`config.mk`:
```
export PLATFORM = sky130hd
export DESIGN_NAME = sequenced_packet_framer_flat
export DESIGN_NICKNAME = d
export VERILOG_FILES = /design/src/sv/spf_pkg.sv /design/src/sv/spf_if.sv /design/src/sv/spf_emit.sv /design/src/sv/spf_out_reg.sv /design/src/sv/sequenced_packet_framer.sv /design/src/flat_wrapper.sv
export SDC_FILE = /design/constraint.sdc
export NUM_CORES = 1
export LEC_CHECK = 0
export ABC_AREA = 1
export ABC_CLOCK_PERIOD_IN_PS = 6200
export BUFFER_PORTS_ARGS = -buffer_cell sky130_fd_sc_hd__buf_2
export CORE_ASPECT_RATIO = 0.8
export CORE_MARGIN = 4
export CORE_UTILIZATION = 65
export CTS_CLUSTER_DIAMETER = 60
export DETAILED_ROUTE_END_ITERATION = 8
export GPL_TIMING_DRIVEN = 1
export HOLD_SLACK_MARGIN = 0.03
export PLACE_DENSITY = 0.86
export SYNTH_ARGS = -nofsm -noshare
export SYNTH_HDL_FRONTEND = slang
export SYNTH_SLANG_ARGS = --single-unit
```
`constraint.sdc`:
```
create_clock -name clock -period 6.2 [get_ports clock]
set_input_delay 0.62 -clock clock [delete_from_list [all_inputs] [get_ports clock]]
set_output_delay 0.62 -clock clock [all_outputs]
set_load 0.02 [all_outputs]
```
`src/sv/spf_pkg.sv`:
```
// Shared types and constants of the sequenced packet framer.
`default_nettype none

package spf_pkg;

   // Fixed frame constants
   localparam logic [7:0]  START_BYTE   = 8'hAA;
   localparam logic [7:0]  CHECK_FORCED = 8'h00;
   localparam logic [8:0]  LEN_OVERHEAD = 9'd4;
   localparam logic [31:0] SEQ_RESET    = 32'd1;

   // Position of the emitted byte within the frame of one payload byte
   typedef enum logic [3:0] {
      STEP_START,
      STEP_ID,
      STEP_LEN_HI,
      STEP_LEN_LO,
      STEP_SEQ3,
      STEP_SEQ2,
      STEP_SEQ1,
      STEP_SEQ0,
      STEP_DATA,
      STEP_CHECK
   } step_type;

   // One input transaction as held by the emitter
   typedef struct packed {
      logic [7:0] data_byte;
      logic [7:0] packet_id;
      logic [7:0] payload_length;
      logic       is_first;
      logic       is_last;
      logic       corrupt_checksum;
   } item_type;

   // One byte of the framed stream
   typedef struct packed {
      logic [7:0] out_byte;
      logic       end_of_packet;
   } frame_byte_type;

   // Emitter status seen by the top level
   typedef struct packed {
      logic     busy;
      logic     last_step;
      step_type step;
   } emit_status_type;

endpackage

`default_nettype wire

```
`src/sv/spf_if.sv`:
```
// Handshake interfaces of the request and response channels.
`default_nettype none

interface spf_req_if;
   logic       valid;
   logic       ready;
   logic [7:0] data_byte;
   logic [7:0] packet_id;
   logic [7:0] payload_length;
   logic       is_first;
   logic       is_last;
   logic       corrupt_checksum;

   modport source (
      output valid, data_byte, packet_id, payload_length, is_first, is_last,
             corrupt_checksum,
      input  ready
   );
   modport sink (
      input  valid, data_byte, packet_id, payload_length, is_first, is_last,
             corrupt_checksum,
      output ready
   );
endinterface

interface spf_rsp_if;
   logic       valid;
   logic       ready;
   logic [7:0] out_byte;
   logic       end_of_packet;

   modport source (
      output valid, out_byte, end_of_packet,
      input  ready
   );
   modport sink (
      input  valid, out_byte, end_of_packet,
      output ready
   );
endinterface

`default_nettype wire

```
`src/sv/spf_emit.sv`:
```
// Byte sequencer: holds one payload transaction and emits its frame bytes.
`default_nettype none

module spf_emit (
   input  wire logic                    clock,
   input  wire logic                    reset,
   spf_req_if.sink                      req_bus,
   output logic                         byte_valid,
   output spf_pkg::frame_byte_type      byte_data,
   input  wire logic                    byte_ready,
   output spf_pkg::emit_status_type     status
);
   import spf_pkg::*;

   item_type   item_ff,  item_in;
   logic       busy_ff,  busy_in;
   step_type   step_ff,  step_in;
   logic [31:0] seq_ff,  seq_in;
   logic [7:0] sum_ff,   sum_in;

   logic       last_step;
   logic       advance;
   logic       accept;
   logic [8:0] len_full;
   logic [7:0] cur_byte;

   // Final byte of the held transaction
   assign last_step = (step_ff == STEP_CHECK) ||
                      ((step_ff == STEP_DATA) && !item_ff.is_last);
   assign advance   = busy_ff && byte_ready;
   assign req_bus.ready = !busy_ff || (advance && last_step);
   assign accept    = req_bus.valid && req_bus.ready;

   // Header length is payload length plus the sequence field
   assign len_full = {1'b0, item_ff.payload_length} + LEN_OVERHEAD;

   // Select the byte for the current step
   always_comb begin
      cur_byte = item_ff.data_byte;
      unique case (step_ff)
         STEP_START:  cur_byte = START_BYTE;
         STEP_ID:     cur_byte = item_ff.packet_id;
         STEP_LEN_HI: cur_byte = {7'd0, len_full[8]};
         STEP_LEN_LO: cur_byte = len_full[7:0];
         STEP_SEQ3:   cur_byte = seq_ff[31:24];
         STEP_SEQ2:   cur_byte = seq_ff[23:16];
         STEP_SEQ1:   cur_byte = seq_ff[15:8];
         STEP_SEQ0:   cur_byte = seq_ff[7:0];
         STEP_DATA:   cur_byte = item_ff.data_byte;
         STEP_CHECK:  cur_byte = item_ff.corrupt_checksum ? CHECK_FORCED : sum_ff;
         default:     cur_byte = item_ff.data_byte;
      endcase
   end

   assign byte_valid              = busy_ff;
   assign byte_data.out_byte      = cur_byte;
   assign byte_data.end_of_packet = (step_ff == STEP_CHECK);

   assign status.busy      = busy_ff;
   assign status.last_step = last_step;
   assign status.step      = step_ff;

   // Load a new transaction or step through the current frame
   always_comb begin
      item_in = item_ff;
      busy_in = busy_ff;
      step_in = step_ff;
      seq_in  = seq_ff;
      sum_in  = sum_ff;

      // Accumulate the checksum over sequence and payload bytes
      if (advance) begin
         case (step_ff) inside
            STEP_SEQ3:  sum_in = cur_byte;
            STEP_SEQ2,
            STEP_SEQ1,
            STEP_SEQ0,
            STEP_DATA:  sum_in = sum_ff + cur_byte;
            STEP_CHECK: begin
               sum_in = 8'd0;
               seq_in = seq_ff + 32'd1;
            end
            default:    sum_in = sum_ff;
         endcase
         if (last_step) begin
            busy_in = 1'b0;
         end else begin
            step_in = step_type'(step_ff + 4'd1);
         end
      end

      if (accept) begin
         item_in.data_byte        = req_bus.data_byte;
         item_in.packet_id        = req_bus.packet_id;
         item_in.payload_length   = req_bus.payload_length;
         item_in.is_first         = req_bus.is_first;
         item_in.is_last          = req_bus.is_last;
         item_in.corrupt_checksum = req_bus.corrupt_checksum;
         busy_in = 1'b1;
         step_in = req_bus.is_first ? STEP_START : STEP_DATA;
      end
   end

   // Hold sequencer state
   always_ff @(posedge clock) begin
      if (reset) begin
         busy_ff <= 1'b0;
         step_ff <= STEP_DATA;
         seq_ff  <= SEQ_RESET;
         sum_ff  <= 8'd0;
      end else begin
         busy_ff <= busy_in;
         step_ff <= step_in;
         seq_ff  <= seq_in;
         sum_ff  <= sum_in;
      end
   end

   // Hold the transaction payload
   always_ff @(posedge clock) begin
      item_ff <= item_in;
   end

endmodule

`default_nettype wire

```
`src/sv/spf_out_reg.sv`:
```
// Output register between the sequencer and the response channel.
`default_nettype none

module spf_out_reg (
   input  wire logic                    clock,
   input  wire logic                    reset,
   input  wire logic                    byte_valid,
   input  spf_pkg::frame_byte_type      byte_data,
   output logic                         byte_ready,
   spf_rsp_if.source                    rsp_bus
);
   import spf_pkg::*;

   logic           valid_ff, valid_in;
   frame_byte_type data_ff,  data_in;
   logic           load;

   // Take a new byte when the register is empty or being drained
   assign byte_ready = !valid_ff || rsp_bus.ready;
   assign load       = byte_valid && byte_ready;

   always_comb begin
      valid_in = valid_ff;
      data_in  = data_ff;
      if (load) begin
         valid_in = 1'b1;
         data_in  = byte_data;
      end else if (rsp_bus.ready) begin
         valid_in = 1'b0;
      end
   end

   always_ff @(posedge clock) begin
      if (reset) begin
         valid_ff <= 1'b0;
      end else begin
         valid_ff <= valid_in;
      end
   end

   always_ff @(posedge clock) begin
      data_ff <= data_in;
   end

   assign rsp_bus.valid         = valid_ff;
   assign rsp_bus.out_byte      = data_ff.out_byte;
   assign rsp_bus.end_of_packet = data_ff.end_of_packet;

endmodule

`default_nettype wire

```
`src/sv/sequenced_packet_framer.sv`:
```
// Top level of the sequenced packet framer.
//
//   channel   | dir | handshake          | payload
//   ----------+-----+--------------------+---------------------------------------
//   req_bus   | in  | valid/ready        | data_byte, packet_id, payload_length,
//             |     |                    | is_first, is_last, corrupt_checksum
//   rsp_bus   | out | valid/ready        | out_byte, end_of_packet
//
// One framed byte leaves per cycle while rsp_bus does not stall; a transaction emits one
// byte for a middle byte, nine with is_first, two with is_last and ten with both, set by the
// byte sequencer. Middle bytes flow one per cycle while rsp_bus does not stall.
// Synchronous reset sets the sequence number to 1 and clears the checksum.
// A stall on rsp_bus holds the output register and the sequencer in place.
`default_nettype none

module sequenced_packet_framer (
   input  wire logic clock,
   input  wire logic reset,
   spf_req_if.sink   req_bus,
   spf_rsp_if.source rsp_bus
);
   import spf_pkg::*;

   logic            byte_valid;
   logic            byte_ready;
   frame_byte_type  byte_data;
   emit_status_type status;

   spf_emit u_emit (
      .clock      (clock),
      .reset      (reset),
      .req_bus    (req_bus),
      .byte_valid (byte_valid),
      .byte_data  (byte_data),
      .byte_ready (byte_ready),
      .status     (status)
   );

   spf_out_reg u_out_reg (
      .clock      (clock),
      .reset      (reset),
      .byte_valid (byte_valid),
      .byte_data  (byte_data),
      .byte_ready (byte_ready),
      .rsp_bus    (rsp_bus)
   );

`ifndef SYNTHESIS
   // Accept only when the sequencer is free or finishing its frame
   assert property (@(posedge clock) disable iff (reset)
      req_bus.ready |-> (!status.busy || status.last_step))
      else $error("request taken while frame still in progress");

   // A first byte starts the frame at the start byte
   assert property (@(posedge clock) disable iff (reset)
      (req_bus.valid && req_bus.ready && req_bus.is_first) |=>
         (status.busy && status.step == STEP_START))
      else $error("first byte did not open a header");

   // Two checksum bytes never follow each other
   assert property (@(posedge clock) disable iff (reset)
      (rsp_bus.valid && rsp_bus.ready && rsp_bus.end_of_packet) |=>
         !(rsp_bus.valid && rsp_bus.end_of_packet))
      else $error("back-to-back checksum bytes");
`endif

endmodule

`default_nettype wire
```
`src/flat_wrapper.sv`:
```
// flat-port wrapper written by rule: the top's interface ports become plain ports
module sequenced_packet_framer_flat import spf_pkg::*;
  (clock, reset, req_bus_valid, req_bus_data_byte, req_bus_packet_id, req_bus_payload_length, req_bus_is_first, req_bus_is_last, req_bus_corrupt_checksum, req_bus_ready, rsp_bus_valid, rsp_bus_out_byte, rsp_bus_end_of_packet, rsp_bus_ready);
  spf_req_if req_bus_i ();
  spf_rsp_if rsp_bus_i ();
  input  wire logic clock;
  input  wire logic reset;
  input wire logic [$bits(req_bus_i.valid)-1:0] req_bus_valid;
  input wire logic [$bits(req_bus_i.data_byte)-1:0] req_bus_data_byte;
  input wire logic [$bits(req_bus_i.packet_id)-1:0] req_bus_packet_id;
  input wire logic [$bits(req_bus_i.payload_length)-1:0] req_bus_payload_length;
  input wire logic [$bits(req_bus_i.is_first)-1:0] req_bus_is_first;
  input wire logic [$bits(req_bus_i.is_last)-1:0] req_bus_is_last;
  input wire logic [$bits(req_bus_i.corrupt_checksum)-1:0] req_bus_corrupt_checksum;
  output wire logic [$bits(req_bus_i.ready)-1:0] req_bus_ready;
  output wire logic [$bits(rsp_bus_i.valid)-1:0] rsp_bus_valid;
  output wire logic [$bits(rsp_bus_i.out_byte)-1:0] rsp_bus_out_byte;
  output wire logic [$bits(rsp_bus_i.end_of_packet)-1:0] rsp_bus_end_of_packet;
  input wire logic [$bits(rsp_bus_i.ready)-1:0] rsp_bus_ready;
  assign req_bus_i.valid = req_bus_valid;
  assign req_bus_i.data_byte = req_bus_data_byte;
  assign req_bus_i.packet_id = req_bus_packet_id;
  assign req_bus_i.payload_length = req_bus_payload_length;
  assign req_bus_i.is_first = req_bus_is_first;
  assign req_bus_i.is_last = req_bus_is_last;
  assign req_bus_i.corrupt_checksum = req_bus_corrupt_checksum;
  assign req_bus_ready = req_bus_i.ready;
  assign rsp_bus_valid = rsp_bus_i.valid;
  assign rsp_bus_out_byte = rsp_bus_i.out_byte;
  assign rsp_bus_end_of_packet = rsp_bus_i.end_of_packet;
  assign rsp_bus_i.ready = rsp_bus_ready;
  sequenced_packet_framer u_core (.clock(clock), .reset(reset), .req_bus(req_bus_i), .rsp_bus(rsp_bus_i));
endmodule
```
==> out/qor.yml <==
route:
  viasPerCell: 5.89
  drtIter0Drc: 477
  ant_nets: 0
  wl_per_cell_um: 16.6
  finalWirelength_mm: 12.8
  dr.pass1.iters: 5
  via_count: 4543
  met3_length_mm: 1.50
  met1_length_mm: 5.79
  wl_met2_mm: 5.21
  routed.top_layer: "met4"
  drc: 0
place:
  hpwl_mm: 9.63
  io_buffers: 41
  dp_slack_ps: 2820
  gp_congestion: 0.982
synthesis:
  synthFlopType: "dfxtp_1"
  syn_area_per_cell_um2: 7.36
  yosys_warnings: 0
  yosysSeqAreaShare: 0.420
  ys_ff_latch: 81
  synth_edf_count: 35
  async_flop_share: 0
  syn-cell-area_um2: 4690
  synthCells: 637
  synth_cell_types: 41
  synth.net_count: 683
cts:
  cts_resized: 0
  root_buffer: "clkbuf_8"
  cts_setup_buffers: 0
  cts.sinks: 81
  numCtsBuffers: 9
  cts_buffer_depth: 2
  clkTransAtPathRegs_ps: 90
  clkLatencyLatePin_ps: 360
  hold_buffers: 0
  htreeDepth: 3
  cts_tree: "yes"
power:
  power_frac_seq: 0.485
  p_leak_nw: 2.04
  switching_share: 0.292
  power_mw: 1.26
  p_int_mw: 0.891
  peakVddDrop_v: 0.000145
  switchingPower_mw: 0.367
  comb_power_share: 0.171
  power.share.clock: 0.344
  cellPowerDensity_nw_per_um2: 243
global_route:
  grt.overflow.total: 0
  grt_usage: 0.307
  grt_pass1_vias: 4134
  grt_max_degree: 27
  antenna_found_initial: 0
  grt_pass1_wl_mm: 20.7
setup_path:
  r2r_setup_slack_ps: 2720
  required_ps: 6510
  startpoint_type: "flop"
  crit_path_end_kind: "flop"
  worstPathCellList: "inv_1, ha_1, o21ai_1, nand2_1, nor2_1, nand2_2, a31oi_1, ha_1, inv_1, fa_1, o21ai_0, nand2_1, nand2_1, nand2_1, nand2_1, nor2_1, nand3b_1, nand3_1, nand2_1, inv_1"
  r2r-start: "u_core.u_emit.step_ff[0]$_SDFFE_PP0P_"
  critPathMostFrequentCell: "nand2_1"
  crit_start: "u_core.u_emit.step_ff[0]$_SDFFE_PP0P_"
  cp_slowest_cell: "dfxtp_1"
  arrival_ps: 3790
  critPathKind: "reg -> reg"
  worstRegToRegCells: 20
  cpPeakStageDelay_ps: 450
  r2r_end: "u_core.u_emit.sum_ff[6]$_SDFFE_PP0P_"
  crit_path_max_fanout: 18
flow_run:
  maxCapViolations: 0
sta:
  fin_crit_ps: 3480
  finalCritPeriodShare: 0.562
  setup-tns-final_ps: 0
  slew-limit-headroom: 0.317
  maxSlewViolCount: 0
  fmax_mhz: 287
  clock_skew_ps: 9.44
  worst_slack_ps: 2720
  whs_ps: 433
  hold_viol: 0
  rsz0062_at_grt: "false"
  max_slew.worst_pin.slew_ps: 1020
  finalSetupViolations: 0
final_layout:
  layout-drive-gt1-share: 0.118
  layout_commonest_cell: "nand2_1"
  nNetsFinal: 725
  antennaDiodeCount: 0
  post-route-util: 0.743
  fill_cells: 533
  most-common-layout-cells: "152 x nand2_1, 79 x inv_1, 71 x nor2_1, 49 x a21oi_1, 46 x dfxtp_1"
  area_delta_synth_final_pct: 10.3
run_status:
  status: "complete, no violations"
floorplan:
  chipHeight_um: 84.0
  pin_count: 42
  die_w_um: 103
  core_um2: 6960
  std_cell_rows: 27
  die_area_um2: 8650
  initial_core_util: 0.674
min_path:
  min-delay-start: "req_bus_data_byte[3]"
  hp-class: "in -> reg"
  hold_path_depth: 1
  hold_end: "u_core.u_emit.item_ff[22]$_DFFE_PP_"
## critical path: cells and delay by family (launching register included)
family                     cells  cell delay [ps]
AOI/OAI and AO/OA              3              750
buffers and inverters          3              220
adders and majority gates      3              900
and+or+nand+nor               11             1130
DFF                            1              450
## worst max-delay path by stage
| stage | end | cells after the start |
|---|---|---|
| floorplan | u_core.u_emit.sum_ff[6]$_SDFFE_PP0P_ | 20 |
| global placement | u_core.u_emit.sum_ff[6]$_SDFFE_PP0P_ | 20 |
| detailed placement | u_core.u_emit.sum_ff[6]$_SDFFE_PP0P_ | 20 |
| CTS | u_core.u_emit.sum_ff[6]$_SDFFE_PP0P_ | 20 |
| global route | u_core.u_emit.sum_ff[6]$_SDFFE_PP0P_ | 20 |
| finish | u_core.u_emit.sum_ff[6]$_SDFFE_PP0P_ | 20 |
## Yosys cell counts, types with 3 or more instances
cell type / number / share of area
buf_2: 5 / 0.0053
inv_2: 5 / 0.0040
nor2_1: 71 / 0.057
nor4_1: 3 / 0.0040
o21ai_0: 32 / 0.034
o211ai_1: 5 / 0.0080
nand2_1: 152 / 0.12
o2bb2ai_1: 3 / 0.0056
o22ai_1: 3 / 0.0040
nand4_1: 16 / 0.021
a21oi_1: 49 / 0.052
inv_1: 79 / 0.063
nand2_2: 4 / 0.0053
dfxtp_1: 46 / 0.20
nand3_1: 37 / 0.039
ha_1: 14 / 0.037
nor2_2: 4 / 0.0053
or2_2: 4 / 0.0053
xor2_1: 10 / 0.019
a31oi_1: 6 / 0.0080
edfxtp_1: 35 / 0.22
clkbuf_1: 4 / 0.0032
nor3_1: 23 / 0.025
nor2_4: 3 / 0.0072
## sequential cells by signal (all words and copies together) (netlist names)
register and flops:
u_core.u_emit.item_ff 26, u_core.u_emit.step_ff 4, u_core.u_emit.seq_ff 32, u_core.u_out_reg.rsp_bus.valid 1, u_core.u_out_reg.rsp_bus.out_byte 8, u_core.u_emit.sum_ff 8
u_core.u_emit.byte_valid 1, u_core.u_out_reg.rsp_bus.end_of_packet 1
## cells by family (layout without fill, tap and decap cells)
kind of cell,Yosys count,count (layout),synth area share
xor gates and xnor gates,12,12,0.0224
and+or+nand+nor,327,327,0.310
buffers and inverters,94,141,0.0782
DFF,81,81,0.420
AOI/OAI and AO/OA,108,108,0.127
adders and majority gates,15,15,0.0416
## per-layer routing
| layer | global-route usage | vias to the layer above |
|---|---|---|
| li1 | - | 2199 |
| met3 | 0.0718 | 30 |
| met5 | 0 | - |
| met4 | 0.0906 | 0 |
| met2 | 0.425 | 293 |
| met1 | 0.471 | 2021 |
## power groups by stage
stage | clock network, mW | registers [mW] | logic, mW
floorplan | 0 | 0.625 | 0.144
finish | 0.432 | 0.610 | 0.215
global route | 0.462 | 0.614 | 0.241
global placement | 0 | 0.621 | 0.200
detailed placement | 0 | 0.622 | 0.207
CTS | 0.436 | 0.610 | 0.210
## per-stage QoR
stage               instances  instance area (um2)
detailed placement        755                 4950
global route              771                 5170
CTS                       771                 5170
finish                    771                 5170
global placement          755                 4950
floorplan                 637                 4690
## layout make-up
type                            count  area [um2]  share of cell area
Multi-Input combinational cell    462        2350               0.455
Sequential cell                    81        1970               0.381
Inverter                           84         315              0.0610
Timing Repair Buffer               41         205              0.0397
Clock buffer                        9         124              0.0239
Tap cell                           87         109              0.0210
Clock inverter                      7        95.1              0.0184
(Power assumes the default switching activity.)
